[src/rtl/core/mncv_pkg.sv]
`timescale 1ns / 1ps

package mncv_pkg;

    localparam int ITEM_W = 7;

    localparam logic [1:0] KIND_NOTE_ON  = 2'd0;
    localparam logic [1:0] KIND_NOTE_OFF = 2'd1;
    localparam logic [1:0] KIND_CTRL     = 2'd2;

    localparam logic [1:0] MODE_VELOCITY = 2'd0;
    localparam logic [1:0] MODE_UNISON   = 2'd1;
    localparam logic [1:0] MODE_MODWHEEL = 2'd2;

    localparam logic [1:0] REG_MODE      = 2'd0;
    localparam logic [1:0] REG_ZERO_NOTE = 2'd1;
    localparam logic [1:0] REG_CV_ENABLE = 2'd2;

    localparam logic [6:0] CC_MODWHEEL = 7'd1;

    typedef enum logic [1:0] {
        RD_IDX,
        RD_IDX1,
        RD_TOP
    } rd_sel_t;

    typedef struct packed {
        logic    load_item;
        logic    cc_update;
        logic    idx_clear;
        logic    idx_inc;
        rd_sel_t rd_sel;
        logic    push_wr;
        logic    shift_wr;
        logic    depth_inc;
        logic    depth_dec;
        logic    take_top;
        logic    load_out;
    } ctrl_cmd_t;

    typedef struct packed {
        logic is_note_on;
        logic is_note_off;
        logic is_cc;
        logic idx_lt_depth;
        logic idx1_lt_depth;
        logic match;
        logic depth_lt_max;
        logic out_free;
    } dp_status_t;

endpackage

[src/rtl/core/mono_note_to_cv_last_priority.sv]
`timescale 1ns / 1ps

// Channel   Handshake               Payload
// in        in_valid / in_ready     kind, note_number, amount
// out       out_valid / out_ready   pitch_offset, aux_level, aux_is_pitch, cv_written,
//                                   gate_level, held_count
// cfg       cfg_valid / cfg_ready   cfg_index, cfg_data
//
// A note transaction scans the stack memory entry by entry (read, then compare), closes the
// gap left by a removed note (read, then write, per entry) and reads the top entry; a control
// change ends after decode with no output. Reset is asynchronous and needs no clearing pass;
// only stack entries below the fill count are used. A finished result waits in the output
// register while the next input transaction is accepted and processed up to its output step.
module mono_note_to_cv_last_priority #(
    parameter int STACK_DEPTH = 16
) (
    input  logic                                   clk,
    input  logic                                   rst_n,
    input  logic                                   in_valid,
    output logic                                   in_ready,
    input  logic [1:0]                             kind,
    input  logic [6:0]                             note_number,
    input  logic [6:0]                             amount,
    output logic                                   out_valid,
    input  logic                                   out_ready,
    output logic signed [7:0]                      pitch_offset,
    output logic [6:0]                             aux_level,
    output logic                                   aux_is_pitch,
    output logic                                   cv_written,
    output logic                                   gate_level,
    output logic [$clog2(STACK_DEPTH + 1)-1:0]     held_count,
    input  logic                                   cfg_valid,
    output logic                                   cfg_ready,
    input  logic [1:0]                             cfg_index,
    input  logic [6:0]                             cfg_data
);
    import mncv_pkg::*;

    localparam int CW = $clog2(STACK_DEPTH + 1);

    ctrl_cmd_t  cmd;
    dp_status_t status;

    assign cfg_ready = 1'b1;

    mncv_ctrl u_ctrl (
        .clk      (clk),
        .rst_n    (rst_n),
        .in_valid (in_valid),
        .in_ready (in_ready),
        .status   (status),
        .cmd      (cmd)
    );

    mncv_dp #(
        .STACK_DEPTH (STACK_DEPTH),
        .CW          (CW)
    ) u_dp (
        .clk          (clk),
        .rst_n        (rst_n),
        .cmd          (cmd),
        .status       (status),
        .kind         (kind),
        .note_number  (note_number),
        .amount       (amount),
        .cfg_valid    (cfg_valid),
        .cfg_index    (cfg_index),
        .cfg_data     (cfg_data),
        .out_ready    (out_ready),
        .out_valid    (out_valid),
        .pitch_offset (pitch_offset),
        .aux_level    (aux_level),
        .aux_is_pitch (aux_is_pitch),
        .cv_written   (cv_written),
        .gate_level   (gate_level),
        .held_count   (held_count)
    );

endmodule

[src/rtl/core/mncv_ctrl.sv]
`timescale 1ns / 1ps

module mncv_ctrl (
    input  logic                 clk,
    input  logic                 rst_n,
    input  logic                 in_valid,
    output logic                 in_ready,
    input  mncv_pkg::dp_status_t status,
    output mncv_pkg::ctrl_cmd_t  cmd
);
    import mncv_pkg::*;

    localparam logic [3:0] S_IDLE   = 4'd0;
    localparam logic [3:0] S_DECODE = 4'd1;
    localparam logic [3:0] S_RD     = 4'd2;
    localparam logic [3:0] S_CMP    = 4'd3;
    localparam logic [3:0] S_SH_RD  = 4'd4;
    localparam logic [3:0] S_SH_WR  = 4'd5;
    localparam logic [3:0] S_TOP_RD = 4'd6;
    localparam logic [3:0] S_TOP    = 4'd7;
    localparam logic [3:0] S_EMIT   = 4'd8;

    logic [3:0] state_reg;
    logic [3:0] state_next;

    always_ff @(posedge clk or negedge rst_n)
    begin
        if (!rst_n)
        begin
            state_reg <= S_IDLE;
        end
        else
        begin
            state_reg <= state_next;
        end
    end

    assign in_ready = (state_reg == S_IDLE);

    always_comb
    begin
        state_next = state_reg;
        cmd        = '0;
        cmd.rd_sel = RD_IDX;
        unique case (state_reg)
            S_IDLE:
            begin
                if (in_valid)
                begin
                    cmd.load_item = 1'b1;
                    state_next    = S_DECODE;
                end
            end
            S_DECODE:
            begin
                if (status.is_note_on || status.is_note_off)
                begin
                    cmd.idx_clear = 1'b1;
                    state_next    = S_RD;
                end
                else
                begin
                    cmd.cc_update = status.is_cc;
                    state_next    = S_IDLE;
                end
            end
            S_RD:
            begin
                if (status.idx_lt_depth)
                begin
                    state_next = S_CMP;
                end
                else
                begin
                    if (status.is_note_on && status.depth_lt_max)
                    begin
                        cmd.push_wr   = 1'b1;
                        cmd.depth_inc = 1'b1;
                    end
                    state_next = S_TOP_RD;
                end
            end
            S_CMP:
            begin
                if (status.match)
                begin
                    state_next = status.is_note_on ? S_TOP_RD : S_SH_RD;
                end
                else
                begin
                    cmd.idx_inc = 1'b1;
                    state_next  = S_RD;
                end
            end
            S_SH_RD:
            begin
                cmd.rd_sel = RD_IDX1;
                if (status.idx1_lt_depth)
                begin
                    state_next = S_SH_WR;
                end
                else
                begin
                    cmd.depth_dec = 1'b1;
                    state_next    = S_TOP_RD;
                end
            end
            S_SH_WR:
            begin
                cmd.shift_wr = 1'b1;
                cmd.idx_inc  = 1'b1;
                state_next   = S_SH_RD;
            end
            S_TOP_RD:
            begin
                cmd.rd_sel = RD_TOP;
                state_next = S_TOP;
            end
            S_TOP:
            begin
                cmd.take_top = 1'b1;
                state_next   = S_EMIT;
            end
            S_EMIT:
            begin
                if (status.out_free)
                begin
                    cmd.load_out = 1'b1;
                    state_next   = S_IDLE;
                end
            end
            default:
            begin
                state_next = S_IDLE;
            end
        endcase
    end

endmodule

[src/rtl/core/mncv_dp.sv]
`timescale 1ns / 1ps

module mncv_dp #(
    parameter int STACK_DEPTH = 16,
    parameter int CW          = 5
) (
    input  logic                 clk,
    input  logic                 rst_n,
    input  mncv_pkg::ctrl_cmd_t  cmd,
    output mncv_pkg::dp_status_t status,
    input  logic [1:0]           kind,
    input  logic [6:0]           note_number,
    input  logic [6:0]           amount,
    input  logic                 cfg_valid,
    input  logic [1:0]           cfg_index,
    input  logic [6:0]           cfg_data,
    input  logic                 out_ready,
    output logic                 out_valid,
    output logic signed [7:0]    pitch_offset,
    output logic [6:0]           aux_level,
    output logic                 aux_is_pitch,
    output logic                 cv_written,
    output logic                 gate_level,
    output logic [CW-1:0]        held_count
);
    import mncv_pkg::*;

    localparam int AW = (STACK_DEPTH > 1) ? $clog2(STACK_DEPTH) : 1;
    localparam int EW = 2 * ITEM_W;

    logic [1:0]        kind_reg;
    logic [6:0]        num_reg;
    logic [6:0]        amt_reg;
    logic [CW-1:0]     idx_reg;
    logic [CW-1:0]     depth_reg;
    logic [6:0]        last_note_reg;
    logic [6:0]        last_vel_reg;
    logic [6:0]        modwheel_reg;
    logic              gate_reg;
    logic [1:0]        mode_reg;
    logic [6:0]        zero_note_reg;
    logic              cv_en_reg;
    logic              out_valid_reg;
    logic [7:0]        pitch_reg;
    logic [6:0]        aux_reg;
    logic              unison_reg;
    logic              written_reg;
    logic              gate_out_reg;
    logic [CW-1:0]     count_reg;
    logic [EW-1:0]     rd_data_reg;
    logic [EW-1:0]     stack_mem [STACK_DEPTH];

    logic [CW:0]       idx1;
    logic [CW-1:0]     depth_m1;
    logic [AW-1:0]     rd_addr;
    logic [AW-1:0]     wr_addr;
    logic [EW-1:0]     wr_data;
    logic              wr_en;
    logic              gate_new;
    logic [7:0]        pitch_new;
    logic [6:0]        aux_new;

    assign idx1     = {1'b0, idx_reg} + (CW + 1)'(1);
    assign depth_m1 = depth_reg - CW'(1);

    assign status.is_note_on    = (kind_reg == KIND_NOTE_ON) && (amt_reg != 7'd0);
    assign status.is_note_off   = ((kind_reg == KIND_NOTE_ON) && (amt_reg == 7'd0))
                                  || (kind_reg == KIND_NOTE_OFF);
    assign status.is_cc         = (kind_reg == KIND_CTRL);
    assign status.idx_lt_depth  = (idx_reg < depth_reg);
    assign status.idx1_lt_depth = (idx1 < {1'b0, depth_reg});
    assign status.match         = (rd_data_reg[EW-1:ITEM_W] == num_reg);
    assign status.depth_lt_max  = (depth_reg < CW'(STACK_DEPTH));
    assign status.out_free      = !out_valid_reg || out_ready;

    always_comb
    begin
        case (cmd.rd_sel)
            RD_IDX:  rd_addr = idx_reg[AW-1:0];
            RD_IDX1: rd_addr = idx1[AW-1:0];
            RD_TOP:  rd_addr = depth_m1[AW-1:0];
            default: rd_addr = idx_reg[AW-1:0];
        endcase
    end

    assign wr_en   = cmd.push_wr || cmd.shift_wr;
    assign wr_addr = cmd.push_wr ? depth_reg[AW-1:0] : idx_reg[AW-1:0];
    assign wr_data = cmd.push_wr ? {num_reg, amt_reg} : rd_data_reg;

    always_ff @(posedge clk)
    begin
        if (wr_en)
        begin
            stack_mem[wr_addr] <= wr_data;
        end
        rd_data_reg <= stack_mem[rd_addr];
    end

    always_ff @(posedge clk)
    begin
        if (cmd.load_item)
        begin
            kind_reg <= kind;
            num_reg  <= note_number;
            amt_reg  <= amount;
        end
    end

    always_ff @(posedge clk or negedge rst_n)
    begin
        if (!rst_n)
        begin
            idx_reg       <= '0;
            depth_reg     <= '0;
            last_note_reg <= '0;
            last_vel_reg  <= '0;
            modwheel_reg  <= '0;
            gate_reg      <= 1'b0;
            mode_reg      <= MODE_VELOCITY;
            zero_note_reg <= '0;
            cv_en_reg     <= 1'b1;
        end
        else
        begin
            if (cmd.idx_clear)
            begin
                idx_reg <= '0;
            end
            else if (cmd.idx_inc)
            begin
                idx_reg <= idx1[CW-1:0];
            end
            if (cmd.depth_inc)
            begin
                depth_reg <= depth_reg + CW'(1);
            end
            else if (cmd.depth_dec)
            begin
                depth_reg <= depth_m1;
            end
            if (cmd.take_top && cv_en_reg && (depth_reg != '0))
            begin
                last_note_reg <= rd_data_reg[EW-1:ITEM_W];
                last_vel_reg  <= rd_data_reg[ITEM_W-1:0];
            end
            if (cmd.cc_update && (num_reg == CC_MODWHEEL))
            begin
                modwheel_reg <= amt_reg;
            end
            if (cmd.load_out)
            begin
                gate_reg <= gate_new;
            end
            if (cfg_valid)
            begin
                unique case (cfg_index)
                    REG_MODE:      mode_reg      <= cfg_data[1:0];
                    REG_ZERO_NOTE: zero_note_reg <= cfg_data;
                    REG_CV_ENABLE: cv_en_reg     <= cfg_data[0];
                    default:       ;
                endcase
            end
        end
    end

    always_comb
    begin
        gate_new  = status.is_note_on ? 1'b1 : ((depth_reg == '0) ? 1'b0 : gate_reg);
        pitch_new = {1'b0, last_note_reg} - {1'b0, zero_note_reg};
        case (mode_reg)
            MODE_UNISON:   aux_new = 7'd0;
            MODE_MODWHEEL: aux_new = modwheel_reg;
            default:       aux_new = last_vel_reg;
        endcase
    end

    always_ff @(posedge clk or negedge rst_n)
    begin
        if (!rst_n)
        begin
            out_valid_reg <= 1'b0;
        end
        else if (cmd.load_out)
        begin
            out_valid_reg <= 1'b1;
        end
        else if (out_ready)
        begin
            out_valid_reg <= 1'b0;
        end
    end

    always_ff @(posedge clk)
    begin
        if (cmd.load_out)
        begin
            pitch_reg    <= cv_en_reg ? pitch_new : 8'd0;
            aux_reg      <= cv_en_reg ? aux_new : 7'd0;
            unison_reg   <= cv_en_reg && (mode_reg == MODE_UNISON);
            written_reg  <= cv_en_reg;
            gate_out_reg <= gate_new;
            count_reg    <= depth_reg;
        end
    end

    assign out_valid    = out_valid_reg;
    assign pitch_offset = pitch_reg;
    assign aux_level    = aux_reg;
    assign aux_is_pitch = unison_reg;
    assign cv_written   = written_reg;
    assign gate_level   = gate_out_reg;
    assign held_count   = count_reg;

endmodule

[config.mk]
export PLATFORM = sky130hd
export DESIGN_NAME = mono_note_to_cv_last_priority
export DESIGN_NICKNAME = d
export VERILOG_FILES = /design/src/rtl/core/mncv_pkg.sv /design/src/rtl/core/mono_note_to_cv_last_priority.sv /design/src/rtl/core/mncv_ctrl.sv /design/src/rtl/core/mncv_dp.sv
export SDC_FILE = /design/constraint.sdc
export NUM_CORES = 1
export LEC_CHECK = 0
export BUFFER_PORTS_ARGS = -buffer_cell sky130_fd_sc_hd__buf_2
export CAP_MARGIN = 0
export CELL_PAD_IN_SITES_DETAIL_PLACEMENT = 0
export CELL_PAD_IN_SITES_GLOBAL_PLACEMENT = 2
export CORE_UTILIZATION = 40
export CTS_BUF_LIST = sky130_fd_sc_hd__clkbuf_4 sky130_fd_sc_hd__clkbuf_8 sky130_fd_sc_hd__clkbuf_16
export DETAILED_ROUTE_END_ITERATION = 7
export HOLD_SLACK_MARGIN = 0.15
export PLACE_DENSITY_LB_ADDON = 0.1
export SYNTH_ARGS = -nofsm -noshare
export SYNTH_HDL_FRONTEND = slang
export SYNTH_SLANG_ARGS = --single-unit
[constraint.sdc]
create_clock -name clk -period 3.9 [get_ports clk]
set_input_delay 0.78 -clock clk [delete_from_list [all_inputs] [get_ports clk]]
set_output_delay 0.78 -clock clk [all_outputs]
set_load 0.01 [all_outputs]
## Word-level counts from Yosys, hierarchy flattened

Memory sizes are Yosys's and may differ from the RTL's. A register that Yosys moved wholly into a read port is not among the register bits.
Cells that the tools add are included.

| storage, ports and cells | value |
|---|---|
| logic and storage cells | 113 |
| memories | 1 |
| memory bits (writable) | 224 |
| output and inout port bits | 26 |
| input bits | 30 |
| flip-flop bits (word level) | 86 |

| cells by class | value |
|---|---|
| mux-type cells | 39 |
| equal/unequal tests | 20 |
| reductions and logical operators | 26 |
| $add $sub $neg | 4 |
| $lt $le $gt $ge | 3 |

Memory list:

| name | depth | bits a word | rd ports | clocked after memory_dff | wr ports | RTL line | text |
|---|---|---|---|---|---|---|---|
| u_dp.stack_mem | 16 | 14 | 1 | 1 | 1 | mncv_dp.sv:51 | `logic [EW-1:0] stack_mem [STACK_DEPTH];` |

Operators by type and width:

| cell | count |
|---|---|
| $pmux 4 s9 | 1 |
| $mux 1 | 20 |
| $mux 5 | 4 |
| $eq 4x3->1 const B | 4 |
| $mux 4 | 4 |
| $mux 14 | 1 |
| $pmux 7 s2 | 1 |
| $eq 2x1->1 const B | 4 |
| $eq 2x2->1 const B | 4 |
| $eq 4x2->1 const B | 2 |
| $mux 2 | 4 |
| $pmux 4 s2 | 1 |
| $reduce_and 2->1 | 4 |
| $sub 7x7->8 | 1 |
| $eq 7x1->1 const B | 1 |
| $eq 7x7->1 | 1 |
| $logic_and 1x1->1 | 7 |
| $logic_not 7->1 | 1 |
| $reduce_bool 7->1 | 1 |
| $add 5x1->6 const B | 1 |
| $lt 6x5->1 | 1 |
| $reduce_bool 2->1 | 3 |
| $add 5x1->5 const B | 1 |
| $logic_not 5->1 | 1 |
| 14 further kinds | 19 |

## Depth between registers and ports, before layout

| logic depth | value |
|---|---|
| depth in word-level cells | 9 |
| gate-level depth with buffers | 12 |

## By module

From an unflattened synthesis, not the netlist that was laid out.

| second synthesis, totals | value |
|---|---|
| cell total of the unflattened synthesis | 938 |
| area, all modules | 13794.5 um^2 |

Modules (own cells, without submodules):

| module | times used | cells an instance | seq. area each (um^2) | area each (um^2) |
|---|---|---|---|---|
| mncv_dp | 1 | 891 | 9255.1 | 13407.9 |
| mncv_ctrl | 1 | 45 | 100.1 | 375.4 |
| mono_note_to_cv_last_priority | 1 | 2 | 0.0 | 11.3 |

## Worst setup path before layout

No wires, ideal clock.

| timing | value |
|---|---|
| path type | reg2reg |
| start | reg u_dp.depth_reg[2] |
| end | mem u_dp.stack_mem[10][0] (netlist bit), enable pin |
| stages on the path, launching flop included | 12 |
| arrival | 2.878 ns |
| setup slack | 0.618 ns |
| period minus slack after synthesis | 3.282 ns |
| cells stage by stage | dfrtp_1 -> buf_2 -> inv_1 -> ha_1 -> nand2_1 -> o21ai_1 -> a31oi_1 -> nor3_2 -> buf_4 -> buf_4 -> nand2_1 -> o21ai_0 |

| between the ends | value |
|---|---|
| cells in the longest elaborated chain, start to end | 8 |

RTL lines:

| what | RTL line | text |
|---|---|---|
| start: declaration | mncv_dp.sv:35 | `logic [CW-1:0] depth_reg;` |
| start signal: assignment | mncv_dp.sv:135 | `depth_reg <= depth_reg + CW'(1);` |
| start signal: assignment | mncv_dp.sv:139 | `depth_reg <= depth_m1;` |
| $lt 5x5->1 | mncv_dp.sv:73 | `assign status.depth_lt_max = (depth_reg < CW'(STACK_DEPTH));` |
| $logic_and 1x1->1 | mncv_ctrl.sv:75 | `if (status.is_note_on && status.depth_lt_max)` |
| $mux 1 | mncv_ctrl.sv:75 |  |
| $mux 1 | mncv_ctrl.sv:69 | `if (status.idx_lt_depth)` |
| $mux 1 | mncv_ctrl.sv:45 | `unique case (state_reg)` |
| $logic_or 1x1->1 | mncv_dp.sv:86 | `assign wr_en = cmd.push_wr \|\| cmd.shift_wr;` |
| $mux 1 | mncv_dp.sv:92 | `if (wr_en)` |
| $mux 1 (implied by the code) | mncv_dp.sv:94 | `stack_mem[wr_addr] <= wr_data;` |
| end: declaration | mncv_dp.sv:51 |  |

Several ways; a longest one is shown, not always the timed one.

## Worst setup path after layout

| timing | value |
|---|---|
| start | reg u_ctrl.state_reg[2] |
| end | reg u_dp.rd_data_reg[8] (read register of u_dp.stack_mem) |

| between the ends | value |
|---|---|
| cells in the longest elaborated chain, start to end | 4 |

RTL lines:

| what | RTL line | text |
|---|---|---|
| start: declaration | mncv_ctrl.sv:23 | `logic [3:0] state_reg;` |
| start signal: assignment | mncv_ctrl.sv:34 | `state_reg <= state_next;` |
| $eq 4x3->1 | mncv_ctrl.sv:45 |  |
| $pmux 2 s2 (*) | mncv_ctrl.sv:45 |  |
| $eq 2x2->1 or $eq 2x1->1 (tied branches) | mncv_dp.sv:78 | `case (cmd.rd_sel)` |
| $pmux 4 s2 (*) | mncv_dp.sv:78 |  |
| end: declaration | mncv_dp.sv:50 | `logic [EW-1:0] rd_data_reg;` |

Mark *: on every way between the ends. The rest lies on a longest branch, timed or not.
A chain may end at the register's enable or synchronous reset.

==> impl_metrics.json <==
{
  "via_per_inst": 5.25,
  "cts_buffers": 37,
  "routabilityCongestion": 0.742,
  "async_reset_ff_share_pct": 14.5,
  "clkLatencyLatePin_ns": 0.53,
  "clockRootBuffer": "clkbuf_16",
  "grt_overflow": 0,
  "critical_path.endpoint_type": "flop",
  "routed_wl_mm": 33.7,
  "p_per_area_mw_per_mm2": 771,
  "p_comb_share_pct": 34.1,
  "grt_pass1_wl_mm": 51.2,
  "die_w_um": 189,
  "slew_violations": 0,
  "slowest_delay_ns": 0.82,
  "synthesis.area_mm2": 0.0140,
  "rows": 68,
  "avgSynthCellArea_um2": 15.0,
  "critPathRequiredTime_ns": 4.35,
  "swShare_pct": 33.9,
  "yosys-top-cells-area": "edfxtp_1, dfrtp_1, mux2_2, mux2i_1, nand2_1",
  "critPathMaxFanout": 14,
  "p_leak_nw": 5.84,
  "fmax_ghz": 0.306,
  "cts_resized": 0,
  "largest_reg_flops": 224,
  "synth_seq_area_share_pct": 66.6,
  "critPathLaunchType": "flop",
  "cts_setup_buffers": 0,
  "grt_start_max_net_pins": 113,
  "drc": 0,
  "crit_type": "flop to flop",
  "setup_viol": 0,
  "synth_edf_count": 263,
  "portBuffers": 54,
  "synth-main-ff-cell": "edfxtp_1",
  "p_sw_mw": 4.23,
  "grt_pass1_vias": 7907,
  "min_path_type": "input port to asynchronous set/reset pin",
  "relSlewSlack_pct": 33.2,
  "most-common-layout-cells": "edfxtp_1, mux2_2, nand2_1, mux2i_1, buf_2",
  "fin_setup_tns_ns": 0,
  "syn_nets": 990,
  "synth-seq-cells": 324,
  "die-height_um": 189,
  "path_buf_inv": 1,
  "core_area_mm2": 0.0345,
  "fin_nets": 1069,
  "yosysTopAreaCell": "edfxtp_1",
  "cap_viol_max_count": 0,
  "ys.warnings.count": 0,
  "ctsHtreeMaxLevel": 2,
  "syn_inst": 936,
  "areaGrowthSynthToFinish_pct": 14.9,
  "grt_antenna_before_repair": 0,
  "synth_cell_type_count": 67,
  "hold_viol_final": 0,
  "rsz0062_at_grt": "no",
  "pin_count": 56,
  "drive_gt1_share_pct": 28.6,
  "synth_top_cell_area_share_pct": 56.2,
  "dp_hpwl_mm": 20.5,
  "clk_pin_slew_ns": 0.06,
  "tightest_slew_ns": 1.00,
  "track_usage_pct": 19.4,
  "cts_tree": "done",
  "cts.sinks": 324,
  "intPower_mw": 8.22,
  "worstPathArrival_ns": 3.72,
  "die_area_mm2": 0.0359,
  "fin_crit_sh_pct": 83.8,
  "firstDrtPassIters": 4,
  "crit_slowest_cell": "nor2_2",
  "via_count": 7869,
  "clkPwrFrac_pct": 26.8,
  "holdBufCountCts": 0,
  "status": "complete, no violations",
  "worstPathCellList": "nand2b_4 > nor3_1 > ha_1 > buf_4 > nor3b_1 > a21o_1 > a222oi_1 > nor2_2 > o211ai_1 > nand4_2",
  "start_util_pct": 40.7,
  "min_period_ns": 3.27,
  "utilization_pct": 46.7,
  "holdWs_ns": 0.326,
  "ant_nets": 0,
  "drtIter0Drc": 391,
  "vdd_drop_max_mv": 0.832,
  "antenna_cells": 0,
  "seqPwrFrac_pct": 39.1,
  "cpLargestDelayFamily": "simple AND/OR/NAND/NOR gates",
  "finClkSkew_ns": 0.0197,
  "routedWlPerCell_um": 22.5,
  "final_common_cell": "edfxtp_1",
  "cts_buffer_depth": 3
}
stage by stage:
stage                     power, mW  worst slack (ns)  area, µm²  cells
after floorplan                8.14             0.618      14000    936
after global placement         9.24             0.647      15000   1431
after detailed placement       9.24             0.575      15000   1431
after CTS                      12.6             0.525      16100   1498
after global routing           13.1             0.352      16100   1498
final                          12.4             0.633      16100   1498
layout make-up:
type / count / area (µm²)
fillers: 3116 / 18400
flip-flops and latches: 324 / 9360
multi-input cells: 542 / 4360
clock buffers: 58 / 1110
repair buffers: 86 / 586
well taps: 455 / 569
inverters: 24 / 90.1
clock inverters: 9 / 67.6
power groups by stage:
stage | clock network (mW) | logic, mW | registers [mW]
after floorplan | 0 | 3.43 | 4.72
after global placement | 0 | 4.30 | 4.94
after detailed placement | 0 | 4.30 | 4.94
after CTS | 3.42 | 4.31 | 4.87
after global routing | 3.55 | 4.68 | 4.91
final | 3.34 | 4.25 | 4.86
layer usage:
layer / share of wire [%] / GRT usage [%] / routed length, µm / vias to the layer above
met5: 0 / 0 / 0 / -
met2: 47 / 31.0 / 15900 / 138
met3: 4.0 / 3.04 / 1330 / 39
met1: 47 / 27.7 / 15900 / 3985
li1: - / - / - / 3707
met4: 1.6 / 4.25 / 533 / 0
worst paths after layout:
check / to / depth (start not counted) / startpoint / slack [ns]
worst max-delay path: u_dp.rd_data_reg[8]$_DFF_P_ / 10 / u_ctrl.state_reg[2]$_DFFE_PN0P_ / 0.63
worst min-delay path: u_dp.depth_reg[3]$_DFFE_PN0P_ / 1 / rst_n / 0.33
worst max register to register: u_dp.rd_data_reg[8]$_DFF_P_ / 10 / u_ctrl.state_reg[2]$_DFFE_PN0P_ / 0.63
worst min register to register: u_dp.zero_note_reg[4]$_DFFE_PN0P_ / 1 / u_dp.zero_note_reg[4]$_DFFE_PN0P_ / 0.50
max in group asynchronous: u_dp.last_vel_reg[0]$_DFFE_PN0P_ / 2 / rst_n / 2.84
min in group clk: u_dp.amt_reg[5]$_DFFE_PP_ / 1 / amount[5] / 0.43
synthesized netlist by cell type (2+ instances only):
cell type / instances
o21ai_1: 2
inv_1: 24
a22oi_1: 10
a21o_1: 4
dfxtp_1: 14
clkbuf_1: 14
and2_1: 5
nand4_2: 6
nand2b_1: 6
a21oi_1: 18
nand3_1: 9
dfrtp_1: 46
ha_1: 23
a21boi_0: 2
o211ai_1: 36
nor2_1: 37
nor4_1: 5
nand3b_1: 3
nor3b_1: 5
nand2_1: 86
o22ai_1: 5
mux2i_1: 61
and2b_4: 2
mux2_2: 99
buf_6: 11
nor3_1: 11
a22o_1: 2
xor2_1: 9
buf_2: 12
nor2b_1: 12
a32o_1: 2
o211ai_2: 20
nand4_1: 10
o21ai_0: 13
or3_1: 3
buf_4: 6
a2111oi_0: 2
xnor2_1: 9
a31oi_1: 2
edfxtp_1: 263
cells by family (layout without fill, tap and decap cells):
group | after synthesis | count (layout) | synth area share (%)
adders and majority gates | 24 | 24 | 2.19
AOI/OAI and AO/OA | 130 | 130 | 7.37
DFF | 324 | 324 | 66.6
muxes | 160 | 160 | 12.3
xor gates and xnor gates | 18 | 18 | 1.12
and+or+nand+nor | 209 | 209 | 7.52
other | 1 | 1 | 0.0267
buffers and inverters | 70 | 177 | 2.87
Power figures use the tool's default switching activity.
